## config.mk

```make
export PLATFORM = sky130hd
export DESIGN_NAME = code_id_encoder
export DESIGN_NICKNAME = d
export VERILOG_FILES = /design/src/hw/rtl/cie_pkg.sv /design/src/hw/rtl/cie_in_stage.sv /design/src/hw/rtl/cie_accum.sv /design/src/hw/rtl/code_id_encoder.sv
export VERILOG_INCLUDE_DIRS = /design/src /design/src/hw/rtl
export SDC_FILE = /design/constraint.sdc
export NUM_CORES = 1
export LEC_CHECK = 0
export BUFFER_PORTS_ARGS = -buffer_cell sky130_fd_sc_hd__buf_2
export CORE_MARGIN = 4
export CORE_UTILIZATION = 38
export CTS_CLUSTER_DIAMETER = 200
export DETAILED_ROUTE_END_ITERATION = 16
export PLACE_DENSITY_LB_ADDON = 0.1
export SLEW_MARGIN = 20
export SYNTH_ARGS = -nofsm -noshare
export SYNTH_HDL_FRONTEND = slang
export SYNTH_SLANG_ARGS = --single-unit
```

## constraint.sdc

```tcl
create_clock -name clock -period 5.8 [get_ports clock]
set_clock_uncertainty 0.15 [all_clocks]
set_input_delay 0.87 -clock clock [delete_from_list [all_inputs] [get_ports clock]]
set_output_delay 0.87 -clock clock [all_outputs]
set_load 0.01 [all_outputs]
```

## src/hw/rtl/assert_macros.svh

```systemverilog
// Assertion macros for the RTL files that check themselves.
`ifndef ASSERT_MACROS_SVH
`define ASSERT_MACROS_SVH

// The consequent must hold in the same cycle as the antecedent.
`define ASSERT_IMPL(lbl, clk, rst, ante, cons, msg) \
   lbl: assert property (@(posedge clk) disable iff (rst) (ante) |-> (cons)) \
      else $error(msg);

// The consequent must hold in the cycle after the antecedent.
`define ASSERT_NEXT(lbl, clk, rst, ante, cons, msg) \
   lbl: assert property (@(posedge clk) disable iff (rst) (ante) |=> (cons)) \
      else $error(msg);

`endif

```

## src/hw/rtl/cie_pkg.sv

```systemverilog
package cie_pkg;

   // Field widths.
   localparam int unsigned CHAR_W     = 8;
   localparam int unsigned SEV_W      = 2;
   localparam int unsigned WORD_W     = 32;
   localparam int unsigned CODE_W     = 2 * WORD_W;
   localparam int unsigned LETTER_W   = 5;
   localparam int unsigned SEV_SHIFT  = 30;
   localparam int unsigned COUNT_W    = 4;
   localparam int unsigned MARK_W     = 5;

   // Digit count saturates here.
   localparam logic [COUNT_W-1:0] MAX_COUNT = 4'd10;

   // One input item as it sits in the input register.
   typedef struct packed {
      logic [CHAR_W-1:0] character;
      logic              last_char;
      logic [SEV_W-1:0]  severity;
   } item_type;

   // Control view of the input register for the accumulator.
   typedef struct packed {
      logic valid;
      logic last;
   } stage_ctl_type;

   // Parse state that the accumulator reports upward.
   typedef struct packed {
      logic in_digits;
      logic count_zero;
   } status_type;

   // Marker bit position selected by the saturated digit count.
   function automatic logic [MARK_W-1:0] marker_bit(input logic [COUNT_W-1:0] count);
      logic [MARK_W-1:0] pos;
      case (count)
         4'd0:    pos = 5'd0;
         4'd1:    pos = 5'd4;
         4'd2:    pos = 5'd7;
         4'd3:    pos = 5'd10;
         4'd4:    pos = 5'd14;
         4'd5:    pos = 5'd17;
         4'd6:    pos = 5'd20;
         4'd7:    pos = 5'd24;
         4'd8:    pos = 5'd27;
         4'd9:    pos = 5'd30;
         default: pos = 5'd31;
      endcase
      return pos;
   endfunction

endpackage

```

## src/hw/rtl/cie_in_stage.sv

```systemverilog
module cie_in_stage
   import cie_pkg::*;
(
   input  logic          clock,
   input  logic          reset,
   input  logic          req_tvalid,
   output logic          req_tready,
   input  item_type      req_item,
   input  logic          advance,
   output item_type      item,
   output stage_ctl_type ctl
);

   logic     valid_ff, valid_in;
   item_type item_ff;
   logic     accept;

   // The register takes a new transfer when empty or when its item moves on.
   assign req_tready = !valid_ff || advance;
   assign accept     = req_tvalid && req_tready;

   always_comb begin
      if (accept) begin
         valid_in = 1'b1;
      end else if (advance) begin
         valid_in = 1'b0;
      end else begin
         valid_in = valid_ff;
      end
   end

   always_ff @(posedge clock) begin
      if (reset) begin
         valid_ff <= 1'b0;
      end else begin
         valid_ff <= valid_in;
      end
   end

   // Payload needs no reset.
   always_ff @(posedge clock) begin
      if (accept) begin
         item_ff <= req_item;
      end
   end

   assign item      = item_ff;
   assign ctl.valid = valid_ff;
   assign ctl.last  = item_ff.last_char;

endmodule

```

## src/hw/rtl/cie_accum.sv

```systemverilog
module cie_accum
   import cie_pkg::*;
(
   input  logic                clock,
   input  logic                reset,
   input  item_type            item,
   input  stage_ctl_type       ctl,
   output logic                advance,
   output logic                rsp_tvalid,
   input  logic                rsp_tready,
   output logic [CODE_W-1:0]   rsp_code,
   output logic                rsp_bad_char,
   output status_type          status
);

   logic [WORD_W-1:0]  letter_word_ff, letter_word_in;
   logic [WORD_W-1:0]  digit_value_ff, digit_value_in;
   logic [COUNT_W-1:0] digit_count_ff, digit_count_in;
   logic               in_digits_ff, in_digits_in;
   logic               error_seen_ff, error_seen_in;
   logic               out_valid_ff, out_valid_in;
   logic [CODE_W-1:0]  code_ff;
   logic               bad_ff;

   logic               is_upper, is_lower, is_digit, take_letter;
   logic [WORD_W-1:0]  word_nx, value_nx;
   logic [COUNT_W-1:0] count_nx;
   logic               digits_nx, error_nx;
   logic [WORD_W-1:0]  code_hi, code_lo;
   logic [CODE_W-1:0]  code_nx;
   logic               emit;

   // An item moves on unless it must emit while the result register is held.
   assign advance = ctl.valid && (!ctl.last || !out_valid_ff || rsp_tready);
   assign emit    = advance && ctl.last;

   // Character classes.
   always_comb begin
      is_upper    = item.character inside {[8'h41:8'h5A]};
      is_lower    = item.character inside {[8'h61:8'h7A]};
      is_digit    = item.character inside {[8'h30:8'h39]};
      take_letter = !in_digits_ff && (is_upper || is_lower);
   end

   // Next parse state. The low five bits of an ASCII letter are its
   // position in the alphabet for either case.
   always_comb begin
      word_nx   = letter_word_ff;
      value_nx  = digit_value_ff;
      count_nx  = digit_count_ff;
      digits_nx = in_digits_ff;
      error_nx  = error_seen_ff;
      if (take_letter) begin
         word_nx = {letter_word_ff[WORD_W-LETTER_W-1:0], item.character[LETTER_W-1:0]};
      end else begin
         digits_nx = 1'b1;
         if (is_digit) begin
            value_nx = (digit_value_ff << 3) + (digit_value_ff << 1)
                     + {{(WORD_W-4){1'b0}}, item.character[3:0]};
         end else begin
            error_nx = 1'b1;
         end
         if (digit_count_ff < MAX_COUNT) begin
            count_nx = digit_count_ff + 4'd1;
         end
      end
   end

   // Result word; an error forces the code to zero.
   always_comb begin
      code_hi = word_nx | ({{(WORD_W-SEV_W){1'b0}}, item.severity} << SEV_SHIFT);
      code_lo = value_nx | ({{(WORD_W-1){1'b0}}, 1'b1} << marker_bit(count_nx));
      code_nx = error_nx ? '0 : {code_hi, code_lo};
   end

   // State update; the last character returns the parser to its reset values.
   always_comb begin
      letter_word_in = letter_word_ff;
      digit_value_in = digit_value_ff;
      digit_count_in = digit_count_ff;
      in_digits_in   = in_digits_ff;
      error_seen_in  = error_seen_ff;
      if (advance) begin
         if (ctl.last) begin
            letter_word_in = '0;
            digit_value_in = '0;
            digit_count_in = '0;
            in_digits_in   = 1'b0;
            error_seen_in  = 1'b0;
         end else begin
            letter_word_in = word_nx;
            digit_value_in = value_nx;
            digit_count_in = count_nx;
            in_digits_in   = digits_nx;
            error_seen_in  = error_nx;
         end
      end
   end

   // Result register valid flag.
   always_comb begin
      if (emit) begin
         out_valid_in = 1'b1;
      end else if (rsp_tready) begin
         out_valid_in = 1'b0;
      end else begin
         out_valid_in = out_valid_ff;
      end
   end

   always_ff @(posedge clock) begin
      if (reset) begin
         letter_word_ff <= '0;
         digit_value_ff <= '0;
         digit_count_ff <= '0;
         in_digits_ff   <= 1'b0;
         error_seen_ff  <= 1'b0;
         out_valid_ff   <= 1'b0;
      end else begin
         letter_word_ff <= letter_word_in;
         digit_value_ff <= digit_value_in;
         digit_count_ff <= digit_count_in;
         in_digits_ff   <= in_digits_in;
         error_seen_ff  <= error_seen_in;
         out_valid_ff   <= out_valid_in;
      end
   end

   // Result payload loads only when a code is emitted.
   always_ff @(posedge clock) begin
      if (emit) begin
         code_ff <= code_nx;
         bad_ff  <= error_nx;
      end
   end

   assign rsp_tvalid        = out_valid_ff;
   assign rsp_code          = code_ff;
   assign rsp_bad_char      = bad_ff;
   assign status.in_digits  = in_digits_ff;
   assign status.count_zero = (digit_count_ff == '0);

endmodule

```

## src/hw/rtl/code_id_encoder.sv

```systemverilog
// A character transfer is loaded into the input register and parsed from there; a last
// character loads its code into the result register, which offers it on rsp.
// Throughput: one character per cycle; the result register stalls the input only
// when a last character waits on a code that rsp has not taken.
// Reset (synchronous, active high) empties both registers and clears the parser.
`include "assert_macros.svh"

module code_id_encoder
   import cie_pkg::*;
(
   input  logic              clock,
   input  logic              reset,
   input  logic              req_tvalid,
   output logic              req_tready,
   input  logic [7:0]        req_tdata,   // [7:0] character
   input  logic              req_tlast,
   input  logic [SEV_W-1:0]  req_tuser,   // [1:0] severity
   output logic              rsp_tvalid,
   input  logic              rsp_tready,
   output logic [CODE_W-1:0] rsp_tdata,   // [63:0] code
   output logic              rsp_tuser    // [0] bad_char
);

   item_type      req_item;
   item_type      item;
   stage_ctl_type ctl;
   status_type    status;
   logic          advance;

   assign req_item.character = req_tdata;
   assign req_item.last_char = req_tlast;
   assign req_item.severity  = req_tuser;

   cie_in_stage u_in_stage (
      .clock      (clock),
      .reset      (reset),
      .req_tvalid (req_tvalid),
      .req_tready (req_tready),
      .req_item   (req_item),
      .advance    (advance),
      .item       (item),
      .ctl        (ctl)
   );

   cie_accum u_accum (
      .clock        (clock),
      .reset        (reset),
      .item         (item),
      .ctl          (ctl),
      .advance      (advance),
      .rsp_tvalid   (rsp_tvalid),
      .rsp_tready   (rsp_tready),
      .rsp_code     (rsp_tdata),
      .rsp_bad_char (rsp_tuser),
      .status       (status)
   );

   // A flagged identifier always carries a zero code.
   `ASSERT_IMPL(a_bad_zero, clock, reset, rsp_tvalid && rsp_tuser,
                rsp_tdata == '0, "bad code not zero")

   // A good code always has its marker bit set in the low word.
   `ASSERT_IMPL(a_marker_set, clock, reset, rsp_tvalid && !rsp_tuser,
                rsp_tdata[WORD_W-1:0] != '0, "marker missing")

   // The input register holds only while a finished code waits downstream.
   `ASSERT_IMPL(a_stall_cause, clock, reset, ctl.valid && !advance,
                ctl.last && rsp_tvalid && !rsp_tready, "spurious stall")

   // Finishing an identifier leaves the parser in its letter phase.
   `ASSERT_NEXT(a_parser_clear, clock, reset, advance && ctl.last,
                !status.in_digits && status.count_zero, "parser not cleared")

endmodule
```

# Word level (Yosys, flattened, before mapping)
# Memories as Yosys holds them, arrays and structs flattened.
# Cells that the tools add are included.
# word_totals
in_bits	15
reg_bits	148
memories	1
rom_bits	80
# mem_list
name	words	width	rd	rd_ports_with_merged_regs	write_ports	line_no	rtl
(no name shown)	16	5	1	0	0	cie_pkg.sv:38	case (count)
# op_classes
muxes	17
add_sub_neg	3
n_reduce_logical	18
n_lt_le_gt_ge	7
bitwise_logic	2
n_eq_ne	1
shifts	1
# ops
cell	count
$mux 32	5
$or 32x32->32	2
$add 32x32->32	1
$add 32x4->32	1
$shl 1x5->32 const A	1
$ge 8x7->1 const B	2
$le 8x7->1 const B	2
$mux 4	3
$mux 1	9
$ge 8x6->1 const B	1
$le 8x6->1 const B	1
$logic_and 1x1->1	7
$add 4x1->4 const B	1
$logic_not 1->1	4
$logic_or 1x1->1	4
$lt 4x4->1 const B	1
$reduce_bool 2->1	2
$ne 2x2->1 const B	1
$reduce_and 2->1	1

# Depth between registers and ports, before layout
# An unclocked memory read counts as a cell.
# depth
depth_word	8
depth_mapped	14

# Cells and area by module
# From an unflattened synthesis, not the netlist that was laid out.
# hier_totals
cells_unflattened	960
hier_area_um2	8730.9
# modules_own_cells
module	instances	cells_per_inst	area_each_um2
cie_accum	1	942	8330.5
cie_in_stage	1	18	400.4

# Least setup slack after synthesis
# Ideal clock, no wire load.
# synth_timing
path_type	reg-to-reg
from	reg u_in_stage.item_ff, in the netlist u_in_stage.item[6]
to	reg u_accum.code_ff[27] (netlist: u_accum.rsp_code[27]), data pin
period_less_slack_ns	3.664
slack_ns	2.136
stages_incl_launch_ff	13
setup_ns	0.255
path_buffers	0
t_arrival_ns	3.259
cell_sequence	edfxtp_1 inv_1 fa_1 inv_1 ha_1 a211oi_1 o21ai_1 a31oi_2 o21ai_1 o41ai_2 o21ai_1 or4b_1 and3_1
# synth_between
elab_chain_cells	8
elab_cells_between_ends	20
classes_between	add/sub: 1; order compare: 6; shift: 1; mux: 5; bitwise: 1; reduce/logical: 5; memory: 1
# synth_lines
element	line_no	rtl
start, declared	cie_in_stage.sv:15	item_type item_ff;
start signal, assigned	cie_in_stage.sv:43	item_ff <= req_item;
$ge 8x7->1, or another cell as far along	cie_accum.sv:39	is_upper = item.character inside {[8'h41:8'h5A]};
$logic_and 1x1->1, on equally long branches	cie_accum.sv:39, cie_accum.sv:40	
$logic_or 1x1->1	cie_accum.sv:42	take_letter = !in_digits_ff && (is_upper || is_lower);
$logic_and 1x1->1	cie_accum.sv:42	
$mux 4	cie_accum.sv:53	if (take_letter) begin
$mem_v2 16x5	--	
$shl 1x5->32	cie_accum.sv:72	code_lo = value_nx | ({{(WORD_W-1){1'b0}}, 1'b1} << marker_bit(count_nx));
$or 32x32->32	cie_accum.sv:72	
end signal, assigned	cie_accum.sv:132	code_ff <= code_nx;
end, declared	cie_accum.sv:22	logic [CODE_W-1:0] code_ff;
# Parallel ways exist; a longest one is shown, timed or not.
# A chain may end at the register's enable or synchronous reset.

# Worst setup path after layout
# Ends and elaborated chain as after synthesis.

==> impl_metrics.json <==
{
  "outcome": "finished clean",
  "synthMuxAreaShare_pct": 0.8456,
  "port_buffers": 81,
  "swShare_pct": 26.55,
  "cts_root_buf": "clkbuf_16",
  "drive_above_1_share_pct": 15.49,
  "path_cells": "inv_1, fa_1, inv_1, ha_1, a211oi_1, o21ai_1, a31oi_2, o21ai_1, o41ai_2, o21ai_1, or4b_1, and3_1",
  "p_total_w": 0.002335,
  "critPathMaxStageDelay_ns": 0.59,
  "p_leak_nw": 3.759,
  "hold_violations": 0,
  "synth_compound_area_share_pct": 20.37,
  "p_comb_share_pct": 6.4,
  "dr.first_iter.drc_count": 504,
  "drt_wl_total_mm": 24.19,
  "fin_nets": 1061,
  "crit_fanout": 7,
  "synthXorXnorAreaFrac_pct": 2.804,
  "core_sq_um": 21820,
  "power_density_nw_per_um2": 242.4,
  "cts_buffer_depth": 2,
  "antenna_left": 0,
  "avgSynthCellArea_sq_um": 9.158,
  "finish.instance_area_sq_um": 9633,
  "slew_headroom_pct": 33.25,
  "io_pins": 82,
  "synth_cell_types": 72,
  "final_cell_mix": "149 x nand2_1, 101 x nor2_1, 81 x buf_2",
  "dieArea_sq_um": 24640,
  "htreeDepth": 4,
  "initial_utilization_pct": 38.65,
  "grt_util_met3_pct": 4.069,
  "areaGrowthSynthToFinish_pct": 14.21,
  "layout_commonest_cell": "nand2_1",
  "area.sequential_sq_um": 3724,
  "routabilityCongestion": 0.8401,
  "diodes": 0,
  "met2_usage_pct": 28.17,
  "clk_latency_ns": 0.44,
  "synth.cell_area_sq_um": 8434,
  "post-dp-hpwl_mm": 16.55,
  "yosysWarnings": 0,
  "fin_setup_tns_ns": 0,
  "ir_worst_vdd_uv": 196.9,
  "post_dp_cell_area_sq_um": 9082,
  "synth-seq-cells": 148,
  "path_clk_slew_ns": 0.06,
  "cts_sinks": 148,
  "cts.repair.resized": 0,
  "die_h_um": 157.0,
  "synth_adder_area_share_pct": 9.821,
  "drt-pass1-iter-count": 5,
  "grt_use_total_pct": 19.86,
  "routedWlPerCell_um": 18.99,
  "grt_use_met1_pct": 30.75,
  "cp_slowest_cell": "fa_1",
  "fin_util_pct": 44.14,
  "period_share_pct": 73.29,
  "synthesis.nets": 1001,
  "endpoint_kind": "register",
  "whs_ns": 0.3215,
  "multi_input_area_sq_um": 4442,
  "yosysSeqAreaShare_pct": 44.15,
  "vias": 7047,
  "clkPwrFrac_pct": 45.3,
  "overflow": 0,
  "rows": 54,
  "seq_power_share_pct": 48.3,
  "power_switching_w": 0.0006200,
  "cts_tree": "done",
  "synth_edf_count": 76,
  "reg2reg_slack_ns": 1.55,
  "setup_violations": 0,
  "grt_pass1_wl_mm": 38.02,
  "antenna_found_initial": 0,
  "drv_slew": 0,
  "fmax_mhz": 235.2,
  "cp.arrival_ns": 4.29,
  "drc": 0,
  "fin_crit_ns": 4.251,
  "critPathLaunchType": "register",
  "worstMarginPinSlew_ns": 1.001,
  "rsz0062_at_grt": "no",
  "path_class": "register to register",
  "synth_cells": 921,
  "cpMostUsedCell": "o21ai_1",
  "cts_hold_buffers": 0,
  "p_int_w": 0.001715,
  "cp.required_ns": 5.84,
  "max-cap-violations": 0,
  "min_path_type": "register to register",
  "die_w_um": 157.0,
  "async_flop_share_pct": 0,
  "yosys_most_used_dff": "edfxtp_1",
  "grt_max_degree": 68,
  "synth_top_family_by_area": "compound AO/OA/AOI/OAI gates",
  "cts_made_buffers": 17,
  "busiest_layer": "met1",
  "synth-simple-area-share_pct": 18.65,
  "post_cts_buffers": 0,
  "fill_cells": 2198,
  "grt_pass1_vias": 6603,
  "viasPerCell": 5.531
}
-- registers in the layout, indices dropped and copies added (netlist names) --
register / cells
u_accum.rsp_bad_char: 1
u_accum.digit_count_ff: 4
u_in_stage.ctl: 1
u_in_stage.valid_ff: 1
u_accum.digit_value_ff: 32
u_in_stage.item: 10
u_accum.rsp_tvalid: 1
u_accum.in_digits_ff: 1
u_accum.error_seen_ff: 1
u_accum.letter_word_ff: 32
u_accum.rsp_code: 64
-- power groups by stage --
stage	logic [W]	clock network [W]	registers, W
3_5_place_dp	0.000150	0	0.00115
3_3_place_gp	0.000150	0	0.00115
6_report	0.000149	0.00106	0.00113
2_1_floorplan	0.0000888	0	0.00115
5_1_grt	0.000163	0.00113	0.00113
4_1_cts	0.000150	0.00108	0.00113
-- stage by stage --
stage	std cells	worst slack [ns]
2_1_floorplan	921	2.136
3_3_place_gp	1242	1.666
5_1_grt	1274	1.300
4_1_cts	1274	1.570
3_5_place_dp	1242	1.572
6_report	1274	1.549
-- synth_stat cells, types with 6 or more instances --
library cell	number	area, sq um
nand2_1	149	559.3
nand4_1	13	81.33
o21ai_0	24	120.1
nor3_1	12	60.06
a31oi_1	23	143.9
a22oi_1	52	390.4
o211ai_1	6	45.04
ha_1	63	788.3
xor2_1	7	61.31
edfxtp_1	76	2282
xnor2_1	20	175.2
clkbuf_1	47	176.4
nor2_1	102	382.9
mux2i_1	6	60.06
nand3_1	21	105.1
a21o_1	13	97.59
a21oi_1	76	380.4
or2_2	6	37.54
nor2b_1	9	56.30
dfxtp_1	72	1441
o31ai_1	6	45.04
inv_1	18	67.56
and3_1	7	43.79
-- final cells by class --
type / count / area share, %
inverters: 19 / 0.7404
flip-flops and latches: 148 / 38.65
clock buffers: 18 / 4.455
multi-input cells: 702 / 46.11
repair buffers: 93 / 5.144
clock inverters: 14 / 1.260
well taps: 280 / 3.637
-- path summary, 6_finish.rpt --
kind,startpoint,end,cells past startpoint
worst max-delay path,u_in_stage.item[6]$_DFFE_PP_,u_accum.rsp_code[27]$_SDFFCE_PN0P_,12
worst max register to register,u_in_stage.item[6]$_DFFE_PP_,u_accum.rsp_code[27]$_SDFFCE_PN0P_,12
worst min register to register,u_accum.digit_value_ff[31]$_SDFFE_PP0P_,u_accum.digit_value_ff[31]$_SDFFE_PP0P_,2
worst min-delay path,u_accum.digit_value_ff[31]$_SDFFE_PP0P_,u_accum.digit_value_ff[31]$_SDFFE_PP0P_,2
-- worst max-delay path: cells and delay by family, from the launching register on --
family / cells / cell delay [ns]
and+or+nand+nor: 2 / 0.66
adders and majority gates: 2 / 0.89
buffers and inverters: 2 / 0.16
AOI/OAI and AO/OA: 6 / 1.69
DFF: 1 / 0.46
-- metal layers --
layer | vias up | wire length [um]
li1 | 3491 | -
met1 | 3333 | 12180
met2 | 201 | 10180
met3 | 22 | 1503
met4 | 0 | 325
met5 | - | 0
-- cell families after synthesis --
| kind of cell | after synthesis |
|---|---|
| flip-flops | 148 |
| AND/OR/NAND/NOR | 351 |
| adder cells (fa/ha/maj) | 65 |
| XOR/XNOR | 27 |
| multiplexers | 7 |
| buffers and inverters | 71 |
| AO/OA/AOI/OAI | 252 |
(Power assumes the default switching activity.)
